[config.mk]
export PLATFORM = sky130hd
export DESIGN_NAME = poi_lane
export DESIGN_NICKNAME = d
export VERILOG_FILES = /design/src/rtl/poi_pkg.sv /design/src/rtl/poi_lane.sv
export SDC_FILE = /design/constraint.sdc
export NUM_CORES = 1
export LEC_CHECK = 0
export BUFFER_PORTS_ARGS = -buffer_cell sky130_fd_sc_hd__buf_2
export CAP_MARGIN = 10
export CORE_MARGIN = 3
export CORE_UTILIZATION = 53
export DETAILED_ROUTE_END_ITERATION = 6
export PLACE_DENSITY = 0.75
export SYNTH_ARGS = -nofsm -noshare
export SYNTH_HDL_FRONTEND = slang
export SYNTH_SLANG_ARGS = --single-unit
[constraint.sdc]
create_clock -name aclk -period 4.1 [get_ports aclk]
set_input_delay 1.025 -clock aclk [delete_from_list [all_inputs] [get_ports aclk]]
set_output_delay 1.025 -clock aclk [all_outputs]
set_load 0.01 [all_outputs]
[src/rtl/poi_pkg.sv]
// Shared constants for the planar odometry integrator.
package poi_pkg;

    localparam int TRIG_BITS_DEF = 14;

    localparam int STEP_W  = 16;
    localparam int GAIN_W  = 16;
    localparam int M_W     = 33;
    localparam int ACC_W   = M_W + GAIN_W;
    localparam int REM_W   = 17;
    localparam int DIV_C   = 64000;
    localparam int ROUND_C = 32000;
    localparam int CNT_W   = 6;

    localparam logic [23:0] ANG_SCALE = 24'd10937044;

    localparam logic [2:0] CFG_DEFAULT_STEP = 3'd0;
    localparam logic [2:0] CFG_GAIN         = 3'd1;
    localparam logic [2:0] CFG_START_X      = 3'd2;
    localparam logic [2:0] CFG_START_Y      = 3'd3;
    localparam logic [2:0] CFG_START_HEAD   = 3'd4;

    localparam logic [16:0] QSIN [17] = '{
        17'd0,     17'd6424,  17'd12785, 17'd19024, 17'd25080, 17'd30893,
        17'd36410, 17'd41576, 17'd46341, 17'd50660, 17'd54491, 17'd57798,
        17'd60547, 17'd62714, 17'd64277, 17'd65220, 17'd65536
    };

endpackage

[src/rtl/poi_lane.sv]
// Bit-serial scale-by-step, scale-by-gain and divide-by-64000 lane for one axis.
module poi_lane #(
    parameter int TRIG_BITS = poi_pkg::TRIG_BITS_DEF
) (
    input  logic                        aclk,
    input  logic                        aresetn,
    input  logic                        start,
    input  logic [TRIG_BITS+16:0]       rmag,
    input  logic                        neg,
    input  logic [poi_pkg::STEP_W-1:0]  step,
    input  logic [poi_pkg::GAIN_W-1:0]  gain,
    output logic                        done,
    output logic [31:0]                 delta
);
    import poi_pkg::*;

    typedef enum logic [2:0] {L_IDLE, L_MUL1, L_MID, L_MUL2, L_ROUND, L_DIV} lstate_t;

    lstate_t                state_reg;
    logic [CNT_W-1:0]       cnt_reg;
    logic [STEP_W-1:0]      sh_reg;
    logic [GAIN_W-1:0]      gain_reg;
    logic [TRIG_BITS+16:0]  rmag_reg;
    logic                   neg_reg;
    logic [ACC_W-1:0]       acc_reg;
    logic [M_W-1:0]         m_reg;
    logic [REM_W-1:0]       rem_reg;
    logic [31:0]            quo_reg;
    logic                   done_reg;

    logic [REM_W-1:0]       rem_sh;
    logic                   qbit;

    assign rem_sh = {rem_reg[REM_W-2:0], acc_reg[ACC_W-1]};
    assign qbit   = rem_sh >= REM_W'(DIV_C);
    assign done   = done_reg;
    assign delta  = neg_reg ? (32'd0 - quo_reg) : quo_reg;

    always_ff @(posedge aclk) begin
        if (!aresetn) begin
            state_reg <= L_IDLE;
            cnt_reg   <= '0;
            done_reg  <= 1'b0;
            sh_reg    <= '0;
            gain_reg  <= '0;
            rmag_reg  <= '0;
            neg_reg   <= 1'b0;
            acc_reg   <= '0;
            m_reg     <= '0;
            rem_reg   <= '0;
            quo_reg   <= '0;
        end else begin
            done_reg <= 1'b0;
            case (state_reg)
                L_IDLE: begin
                    if (start) begin
                        sh_reg    <= step;
                        gain_reg  <= gain;
                        rmag_reg  <= rmag;
                        neg_reg   <= neg;
                        acc_reg   <= '0;
                        cnt_reg   <= '0;
                        state_reg <= L_MUL1;
                    end
                end
                L_MUL1: begin
                    acc_reg <= (acc_reg << 1) + (sh_reg[STEP_W-1] ? ACC_W'(rmag_reg) : '0);
                    sh_reg  <= sh_reg << 1;
                    cnt_reg <= cnt_reg + 1'b1;
                    if (cnt_reg == CNT_W'(STEP_W - 1)) begin
                        state_reg <= L_MID;
                    end
                end
                L_MID: begin
                    m_reg     <= acc_reg[TRIG_BITS +: M_W];
                    acc_reg   <= '0;
                    cnt_reg   <= '0;
                    state_reg <= L_MUL2;
                end
                L_MUL2: begin
                    acc_reg  <= (acc_reg << 1) + (gain_reg[GAIN_W-1] ? ACC_W'(m_reg) : '0);
                    gain_reg <= gain_reg << 1;
                    cnt_reg  <= cnt_reg + 1'b1;
                    if (cnt_reg == CNT_W'(GAIN_W - 1)) begin
                        state_reg <= L_ROUND;
                    end
                end
                L_ROUND: begin
                    acc_reg   <= acc_reg + ACC_W'(ROUND_C);
                    rem_reg   <= '0;
                    quo_reg   <= '0;
                    cnt_reg   <= '0;
                    state_reg <= L_DIV;
                end
                L_DIV: begin
                    rem_reg <= qbit ? (rem_sh - REM_W'(DIV_C)) : rem_sh;
                    quo_reg <= {quo_reg[30:0], qbit};
                    acc_reg <= acc_reg << 1;
                    cnt_reg <= cnt_reg + 1'b1;
                    if (cnt_reg == CNT_W'(ACC_W - 1)) begin
                        done_reg  <= 1'b1;
                        state_reg <= L_IDLE;
                    end
                end
                default: state_reg <= L_IDLE;
            endcase
        end
    end

endmodule

## After elaboration in Yosys (flattened, before gate mapping)

Index checks and enable logic that the tools add are counted.

| cells by class | value |
|---|---|
| add/sub/neg operators | 6 |
| magnitude comparators | 1 |
| mux-type cells | 20 |
| multipliers | 0 |
| bitwise logic cells | 0 |
| div/mod/pow operators | 0 |
| shift operators | 0 |
| equality and inequality tests | 11 |
| reduce and logical (&&, ||, !) cells | 15 |

Operators with widths:

| kind | number |
|---|---|
| $pmux W49 S6 | 1 |
| $pmux W16 S2 | 3 |
| $pmux W32 S2 | 1 |
| $add A49 B15 Y49 const B | 1 |
| $add A49 B31 Y49 | 1 |
| $add A49 B33 Y49 | 1 |
| $mux W49 | 1 |
| $mux W16 | 3 |
| $mux W33 | 1 |
| $mux W32 | 1 |
| $sub A1 B32 Y32 const A | 1 |
| $mux W31 | 1 |
| $pmux W3 S6 | 1 |
| $pmux W6 S3 | 1 |
| $ge A17 B16 Y1 const B | 1 |
| $sub A16 B16 Y16 const B | 1 |
| $mux W3 | 4 |
| $reduce_and A2 Y1 | 6 |
| $ne A2 B2 Y1 const B | 4 |
| $add A6 B1 Y6 const B | 1 |
| $eq A3 B2 Y1 const B | 2 |
| $eq A3 B3 Y1 const B | 2 |
| $eq A6 B4 Y1 const B | 1 |
| $eq A6 B6 Y1 const B | 1 |
| 10 further kinds | 12 |

| storage, ports and cells | value |
|---|---|
| memory bits (writable) | 0 |
| bits in registers | 204 |
| ROM bits | 0 |
| latch bits | 0 |
| logic and storage cells | 64 |
| memories kept | 0 |
| output and inout port bits | 33 |

## Depth between registers and ports, before layout

Gate-level depths: netlist of run 1.

| depth | value |
|---|---|
| depth in word-level cells | 4 |
| depth in mapped cells | 19 |

## Worst setup path after synthesis of run 1

Ideal clock, no wire load.

| path | value |
|---|---|
| kind | register to register |
| start | register state_reg[0] |
| end | register acc_reg[45] |
| setup slack | -0.063 ns |
| cell stages (with the launch flop) | 20 |
| library setup time | 0.081 ns |
| data arrival time | 4.082 ns |
| period minus slack after synthesis | 4.163 ns |
| path buffers | 4 |
| cells stage by stage | dfxtp_1 > clkbuf_1 > nor2b_1 > clkbuf_1 > and3_1 > clkbuf_1 > clkbuf_1 > a22o_1 > ha_1 > inv_1 > fa_1 > nand2b_1 > a21oi_1 > o2111ai_1 > nand2_1 > a31oi_1 > o211ai_2 > nand2_1 > or4_1 > a41oi_1 |

| between the ends | value |
|---|---|
| cells in the longest elaborated chain, start to end | 3 |
| elaborated cells on any way between the ends | 10 |
| classes of those cells | 6 x eq/ne; 1 x mux; 3 x reduce/logical |

RTL lines:

| item | line | text |
|---|---|---|
| from (decl) | poi_lane.sv:19 | `lstate_t state_reg;` |
| from (signal assigned) | poi_lane.sv:41 | `state_reg <= L_IDLE;` |
| from (signal assigned) | poi_lane.sv:63 | `state_reg <= L_MUL1;` |
| from (signal assigned) | poi_lane.sv:71 | `state_reg <= L_MID;` |
| $eq A3 B3 Y1, or another cell as far along | poi_lane.sv:54 | `case (state_reg)` |
| $reduce_bool A6 Y1 (no line) / $ne A2 B2 Y1 (equally long branches) | -- |  |
| $reduce_and A2 Y1 (no line) | -- |  |
| to (signal assigned) | poi_lane.sv:67 | `acc_reg <= (acc_reg << 1) + (sh_reg[STEP_W-1] ? ACC_W'(rmag_reg) : '0);` |
| to (signal assigned) | poi_lane.sv:81 | `acc_reg <= (acc_reg << 1) + (gain_reg[GAIN_W-1] ? ACC_W'(m_reg) : '0);` |
| to (signal assigned) | poi_lane.sv:89 | `acc_reg <= acc_reg + ACC_W'(ROUND_C);` |
| to (decl) | poi_lane.sv:25 | `logic [ACC_W-1:0] acc_reg;` |

Several ways; a longest one is shown, not always the timed one.
A chain may end at the register's enable or synchronous reset.

## Worst setup path after layout of run 1

| path | value |
|---|---|
| start | register quo_reg[0] |
| end | output port delta[21] |

| between the ends | value |
|---|---|
| cells in the longest elaborated chain, start to end | 2 |

RTL lines:

| item | line | text |
|---|---|---|
| from (decl) | poi_lane.sv:28 | `logic [31:0] quo_reg;` |
| from (signal assigned) | poi_lane.sv:97 | `quo_reg <= {quo_reg[30:0], qbit};` |
| $sub A1 B32 Y32 | poi_lane.sv:37 | `assign delta = neg_reg ? (32'd0 - quo_reg) : quo_reg;` |
| $mux W32 | poi_lane.sv:37 |  |
| to (decl) | poi_lane.sv:13 | `output logic [31:0] delta` |

Every way passes these cells.

==> summary.md, run 1 <==
| Metric | Value |
|---|---|
| CP startpoint | `quo_reg[0]` |
| CTS Buffer Depth | `3` |
| Power Density | `slightly below 400 nW/µm²` |
| TritonCTS buffer count | `25` |
| Switch Pwr | `~1.5 mW` |
| Run status | `finished with violations` |
| Grt ovf | `0` |
| Fin cells | `1883` |
| Maximum vdd drop | `0.369 mV` |
| Reg clk slew, reported paths | `60 ps` |
| Vias in the first global route | `between 10000 and 15000` |
| Maximum fanout along the worst path | `4` |
| Post-synth top area cell | `dfxtp_1` |
| I/O pin cnt | `100` |
| Commonest cells after routing, fill and taps aside | `nand2_1, dfxtp_1, a21oi_1, nor2_1, buf_2` |
| Syn Area/Cell | `about 7.8 µm²` |
| Initial Utilization | `54.0%` |
| Worst-skew pair later-pin latency | `roughly 540 ps` |
| # H-tree levels | `1` |
| Cell Chain, Critical Path | `or2_1 > or4_4 > nor2_4 > nand2_2 > or4_4 > or4_4 > o31ai_4 > xnor2_1 > buf_2` |
| Net Count, Synth | `1635` |
| Final worst-path setup slack | `-135 ps` |
| Row count | `54` |
| P_leak | `roughly 5.5 nW` |
| Post-synth EDFFs | `0` |
| Layout cells sized above 1 | `between 10% and 20%` |
| Critical path required time | `between 3000 and 4000 ps` |
| Setup CP Type | `register to output pin` |
| Int Power | `~3.8 mW` |
| Cells after Synth | `~1500` |
| CTS tree | `done` |
| Syn Std Cell Area | `around 12000 µm²` |
| Synth area leaders | `dfxtp_1, nand2_1, a21oi_1, a22o_1, ha_1` |
| Multi-input logic area | `roughly 7300 µm²` |
| Fin util | `62.2%` |
| Critical path's largest stage delay | `470 ps` |
| Largest net degree at the start of global routing | `between 60 and 70` |
| Post-synthesis register bit count | `204` |
| Unrepaired setup endpoints after global routing | `yes` |
| # DRC | `0` |
| 1st-pass router iterations | `7` |
| Post-synth cell types | `75` |
| Wire per inst | `about 18 µm` |
| Fmax | `~240 MHz` |
| Fin. max-slew vios | `0` |
| Layout fillers | `1933` |
| Clk pwr share | `~46%` |
| Hold WC Path Type | `register to register` |
| Hpwl dp | `between 20000 and 25000 µm` |
| Vias per cell | `6.30` |
| Post-synth top area share | `around 35%` |
| Logic gate share of total power | `between 10% and 20%` |
| Nets | `between 1500 and 2000` |
| Clk_skew | `23.7 ps` |
| Seq pwr share | `40.7%` |
| Synth async-reset ratio | `0%` |
| Vias post-DR | `between 10000 and 15000` |
| Critical path's slowest cell | `or4_4` |
| Most common cell after layout, fill and taps aside | `nand2_1` |
| Full die area | `24100 µm²` |
| Layout overhead on the synthesized area | `15.1%` |
| RR Startpoint | `state_reg[0]` |
| CTS root buf | `clkbuf_16` |
| Most frequent CP cell | `or4_4` |
| Start point of the worst hold path | `sh_reg[0]` |
| Sw Ratio | `27.9%` |
| Tightest Pin Transition | `roughly 1200 ps` |
| Register-to-Register Setup Slack | `approximately 210 ps` |
| Gpl congestion | `between 0.9 and 1` |
| Period utilization | `103%` |
| Final instance area | `between 10000 and 15000 µm²` |
| Reg area | `4100 µm²` |
| Final ANT Viol Nets | `0` |
| Iter 0 DRT Violations | `~1400` |
| Hold Fails Final Rpt | `0` |
| Drt total wl | `about 35000 µm` |
| Total power | `5.26 mW` |
| Post-DP Area | `~13000 µm²` |
| GRT Overall Usage | `between 20 and 30%` |
| Hold buffer count at CTS | `0` |
| CP Launch Type | `register` |
| Period minus WS final | `roughly 4200 ps` |
| DP Cell Count | `between 1500 and 2000` |
| Ys Warns | `0` |
| First-pass GRT wire length | `about 56000 µm` |
| Antenna violations before repair | `0` |
| IO Port Bufs | `99` |
| Max-Cap Viols | `0` |
| CP Capture Type | `output pin` |
| Failing checks | `negative setup slack` |
| Die extent in x | `roughly 160 µm` |
| Crit path DAT | `between 3000 and 4000 ps` |
| Final setup fails | `8` |
| Ys flop type | `dfxtp_1` |
| Clock sinks | `204` |
| Largest register FFs | `49` |
| Die H | `155 µm` |
| Worst slew margin | `19.8%` |
| Core box area | `~22000 µm²` |
| Part of the Yosys area used for sequential elements | `between 30% and 40%` |
| # diodes | `0` |
==> per-stage QoR <==
stage / TNS [ps] / setup slack, ps / hold WS [ps]
5_1_grt: -1670 / -229 / 467
2_1_floorplan: 0 / 42.0 / 432
3_5_place_dp: 0 / 302 / 445
4_1_cts: -325 / -105 / 454
3_3_place_gp: 0 / 362 / 441
6_report: -702 / -135 / 452
==> final timing paths <==
path | to | cells after the start
max reg2reg | acc_reg[41] | 16
min | sh_reg[0] | 2
max | delta[21] | 9
min reg2reg | sh_reg[0] | 2
==> cell usage after synthesis (10+ instances only) <==
library cell	count
inv_1	19
o21ai_0	73
a22o_1	70
a21o_1	23
xnor2_1	55
a31oi_1	16
clkbuf_1	99
a311oi_1	34
nand3_1	31
and3_1	14
and2_1	10
dfxtp_1	204
or3_1	11
nand4_1	14
xor2_1	20
o22ai_1	10
nor4_1	11
nand2_1	293
nor3_1	24
ha_1	44
nand2b_1	12
a222oi_1	22
o31ai_1	16
a21oi_1	125
a22oi_1	14
or4_1	13
nor2_1	123
==> power by group through the flow <==
stage / clock network [mW] / registers (mW) / logic (mW)
after global routing: 2.51 / 2.15 / 0.803
after detailed placement: 0 / 2.18 / 0.716
after global placement: 0 / 2.18 / 0.702
final: 2.39 / 2.14 / 0.730
after CTS: 2.42 / 2.14 / 0.718
after floorplan: 0 / 2.15 / 0.493
==> cell type report <==
| class | count | area share, % |
|---|---|---|
| tap | 280 | 2.57 |
| inverter | 19 | 0.542 |
| clock buffer | 33 | 5.26 |
| clock inverter | 13 | 1.40 |
| multi-input combinational | 1184 | 53.5 |
| sequential | 204 | 30.1 |
| timing repair buffer | 150 | 6.64 |
==> layer usage <==
layer  up-vias  GRT usage (%)  share of wire (%)
li1       5660              -                  -
met1      5640           39.4                 44
met2       486           44.3                 45
met3        72           3.67                8.1
met4         0           7.79                2.4
met5         -              0                  0
==> cells by family (layout without fill, tap and decap cells) <==
group	count (synthesis)	in the layout	synth area share [%]
buffers and inverters	135	215	4.59
multiplexers	5	5	0.434
AND/OR/NAND/NOR	587	587	22.4
flip-flops	204	204	34.5
XOR/XNOR	75	75	5.55
AO/OA/AOI/OAI	472	472	27.6
adder cells (fa/ha/maj)	45	45	4.82
==> repair_timing <==
item	CTS	global route
buffers inserted	1	8
resized for setup	15	8
pin swaps	2	7
setup endpoints to repair	11	13
hold endpoints to repair	0	0
==> worst max-delay path: cells and delay by family, from the launching register on <==
family          cells  cell delay [ps]
compound gates      1              220
simple gates        6             1840
xor+xnor            1              140
flops               1              340
buf+inv             1              150
Power figures use the tool's default switching activity.
==> inputs of run 2 (changes only) <==
Settings changed: ABC_AREA set to 1, PLACE_DENSITY 0.75 to 0.74.
==> summary.md, run 2 <==
| Metric | Value |
|---|---|
| Antenna violations before repair | `0` |
| Setup TNS | `0 ps` |
| Iter 0 DRT Violations | `around 1700` |
| CTS Buffer Depth | `3` |
| Vias per cell | `roughly 5.8` |
| # diodes | `0` |
| TritonCTS buffer count | `25` |
| Drt total wl | `50600 µm` |
| Full die area | `27800 µm²` |
| Compound-gate portion of the synthesized area | `a little under a fifth` |
| Period minus WS final | `about 3900 ps` |
| Final setup fails | `0` |
| Clock sinks | `204` |
| Power Density | `around 420 nW/µm²` |
| Most common cell after layout, fill and taps aside | `nand2_1` |
| Post-synth top area share | `29.8%` |
| Worst-skew pair later-pin latency | `about 540 ps` |
| Net Count, Synth | `between 2000 and 2500` |
| Grt ovf | `0` |
| Gpl congestion | `around 1.1` |
| Crit path DAT | `about 4300 ps` |
| Fmax | `254 MHz` |
| Logic gate share of total power | `around 28%` |
| Nets | `between 2000 and 2500` |
| Reg clk slew, reported paths | `roughly 70 ps` |
| Critical path required time | `4470 ps` |
| Largest family of logic cells by synthesized area | `simple AND/OR/NAND/NOR gates` |
| Vias post-DR | `15000` |
| Row count | `58` |
| CP Launch Type | `register` |
| Commonest cells after routing, fill and taps aside | `nand2_1, inv_1, dfxtp_1, nor2_1, nand3_1` |
| Syn Std Cell Area | `13700 µm²` |
| First-pass GRT wire length | `77100 µm` |
| Failing checks | `design-rule violations` |
| CTS root buf | `clkbuf_16` |
| GRT Overall Usage | `a little over a third` |
| Cell Chain, Critical Path | `inv_2 > nor2_2 > inv_2 > nor2_2 > inv_2 > nand2_1 > inv_2 > buf_4 > a22oi_1 > inv_1 > ha_1 > nand2_1 > inv_1 > a21oi_1 > o21ai_0 > nand3b_1 > or2_2 > nand3_1 > a21oi_1` |
| Syn Area/Cell | `between 6 and 7 µm²` |
| Clk_skew | `slightly below 20 ps` |
| Ys Warns | `0` |
| Hpwl dp | `37700 µm` |
| Cells after Synth | `around 2200` |
| Wire per inst | `around 19 µm` |
| Maximum vdd drop | `a little under 0.5 mV` |
| Synth Area in Adders | `around 4.2%` |
| I/O pin cnt | `100` |
| # H-tree levels | `1` |
| Hold Fails Final Rpt | `0` |
| Seq pwr share | `between 30% and 40%` |
| Largest net degree at the start of global routing | `88` |
| Max-Cap Viols | `0` |
| Critical path's largest stage delay | `360 ps` |
| Post-synth EDFFs | `0` |
| Worst slew margin | `about a quarter` |
| Clk pwr share | `32.9%` |
| Unrepaired setup endpoints after global routing | `no` |
| Switch Pwr | `around 2.4 mW` |
| Sw Ratio | `slightly below 40%` |
| Layout cells sized above 1 | `10.4%` |
| Simple-gate portion of the synthesized area | `33.4%` |
| Die H | `around 170 µm` |
| P_leak | `around 7.1 nW` |
| Core box area | `25300 µm²` |
| Layout fillers | `approximately 2500` |
| # DRC | `1` |
| Post-synth top area cell | `dfxtp_1` |
| Run status | `finished with violations` |
| Layout overhead on the synthesized area | `10.5%` |
| Most frequent CP cell | `inv_2` |
| CP Capture Type | `register` |
| Synth area leaders | `dfxtp_1, nand2_1, inv_1, nand3_1, a21oi_1` |
| IO Port Bufs | `between 90 and 100` |
| Period utilization | `96.1%` |
| CTS tree | `done` |
| Tightest Pin Transition | `approximately 1100 ps` |
| Setup CP Type | `register to register` |
| Post-CTS Setup Bufs | `0` |
| Commonest cells in the netlist | `nand2_1, inv_1, dfxtp_1` |
| Vias in the first global route | `approximately 14000` |
| 1st-pass router iterations | `7` |
| Final ANT Viol Nets | `0` |
| Part of the Yosys area used for sequential elements | `approximately 30%` |
| Critical path's slowest cell | `dfxtp_1` |
| Post-synth cell types | `54` |
| Count leader, synth | `nand2_1` |
| Total power | `approximately 6.3 mW` |
| Synth Area in XOR/XNOR | `approximately 2.2%` |
| Int Power | `around 3.9 mW` |
| Mux cell area share after synthesis | `0%` |
| Maximum fanout along the worst path | `19` |
| Die extent in x | `approximately 170 µm` |
| Ys flop type | `dfxtp_1` |
| Largest register FFs | `49` |
| Initial Utilization | `between 50 and 60%` |
| Fin. max-slew vios | `0` |
| Hold WC Path Type | `register to register` |
| Post-synthesis register bit count | `204` |
| Synth async-reset ratio | `0%` |
-- run 2: logic make-up (layout without fill, tap and decap cells) --
family,after synthesis,in the layout
adders and majority gates,45,45
and+or+nand+nor,1068,1068
xor gates and xnor gates,35,35
buffers and inverters,407,482
DFF,204,204
AOI/OAI and AO/OA,444,444
-- run 2: critical path, delay by kind of cell (launching register included) --
family          cells  cell delay [ps]
compound gates      4              820
simple gates        7             1460
buf+inv             7              810
flops               1              360
fa+ha+maj           1              310
-- run 2: area by class of cell --
| type | instances | area, µm² | share of cell area (%) |
|---|---|---|---|
| Clock buffer | 32 | 702 | 4.64 |
| Clock inverter | 7 | 41.3 | 0.273 |
| Inverter | 324 | 1220 | 8.05 |
| Multi-Input combinational cell | 1592 | 8040 | 53.1 |
| Sequential cell | 204 | 4080 | 27.0 |
| Tap cell | 330 | 413 | 2.73 |
| Timing Repair Buffer | 119 | 646 | 4.26 |
-- run 2: per-stage QoR --
stage                     hold slack (ps)  setup slack (ps)  utilization (%)  instances  instance area, µm²
after floorplan                       425              1120                -       2203               13700
final                                 459               158             59.8       2608               15100
after global placement                451               317             56.8       2569               14400
after global routing                  485              5.19             59.8       2608               15100
after CTS                             462               324             59.8       2608               15100
after detailed placement              453               336             56.8       2569               14400
-- run 2: path summary, 6_finish.rpt --
kind,cells past startpoint,slack (ps),endpoint,startpoint
worst max-delay path,19,160,acc_reg[23],state_reg[0]
worst min-delay path,2,460,gain_reg[0],gain_reg[0]
worst max register to register,19,160,acc_reg[23],state_reg[0]
worst min register to register,2,460,gain_reg[0],gain_reg[0]
-- run 2: power by group through the flow --
stage                     Sequential (mW)  Clock (mW)  Combinational, mW
after CTS                            2.46        2.10               1.72
final                                2.47        2.08               1.76
after floorplan                      2.42           0               1.23
after global routing                 2.49        2.16               1.92
after detailed placement             2.50           0               1.71
after global placement               2.49           0               1.68
-- run 2: timing repair --
item	CTS	global route
setup endpoints to repair	0	3
gates resized for setup	0	2
hold buffers	0	0
-- run 2: routing by layer --
layer / part of all wire (%) / global-route usage [%] / wire length (µm)
met1: 42 / 46.9 / 21200
met2: 44 / 55.0 / 22300
met3: 9.0 / 6.46 / 4570
met4: 4.9 / 14.2 / 2500
met5: 0 / 0 / 0
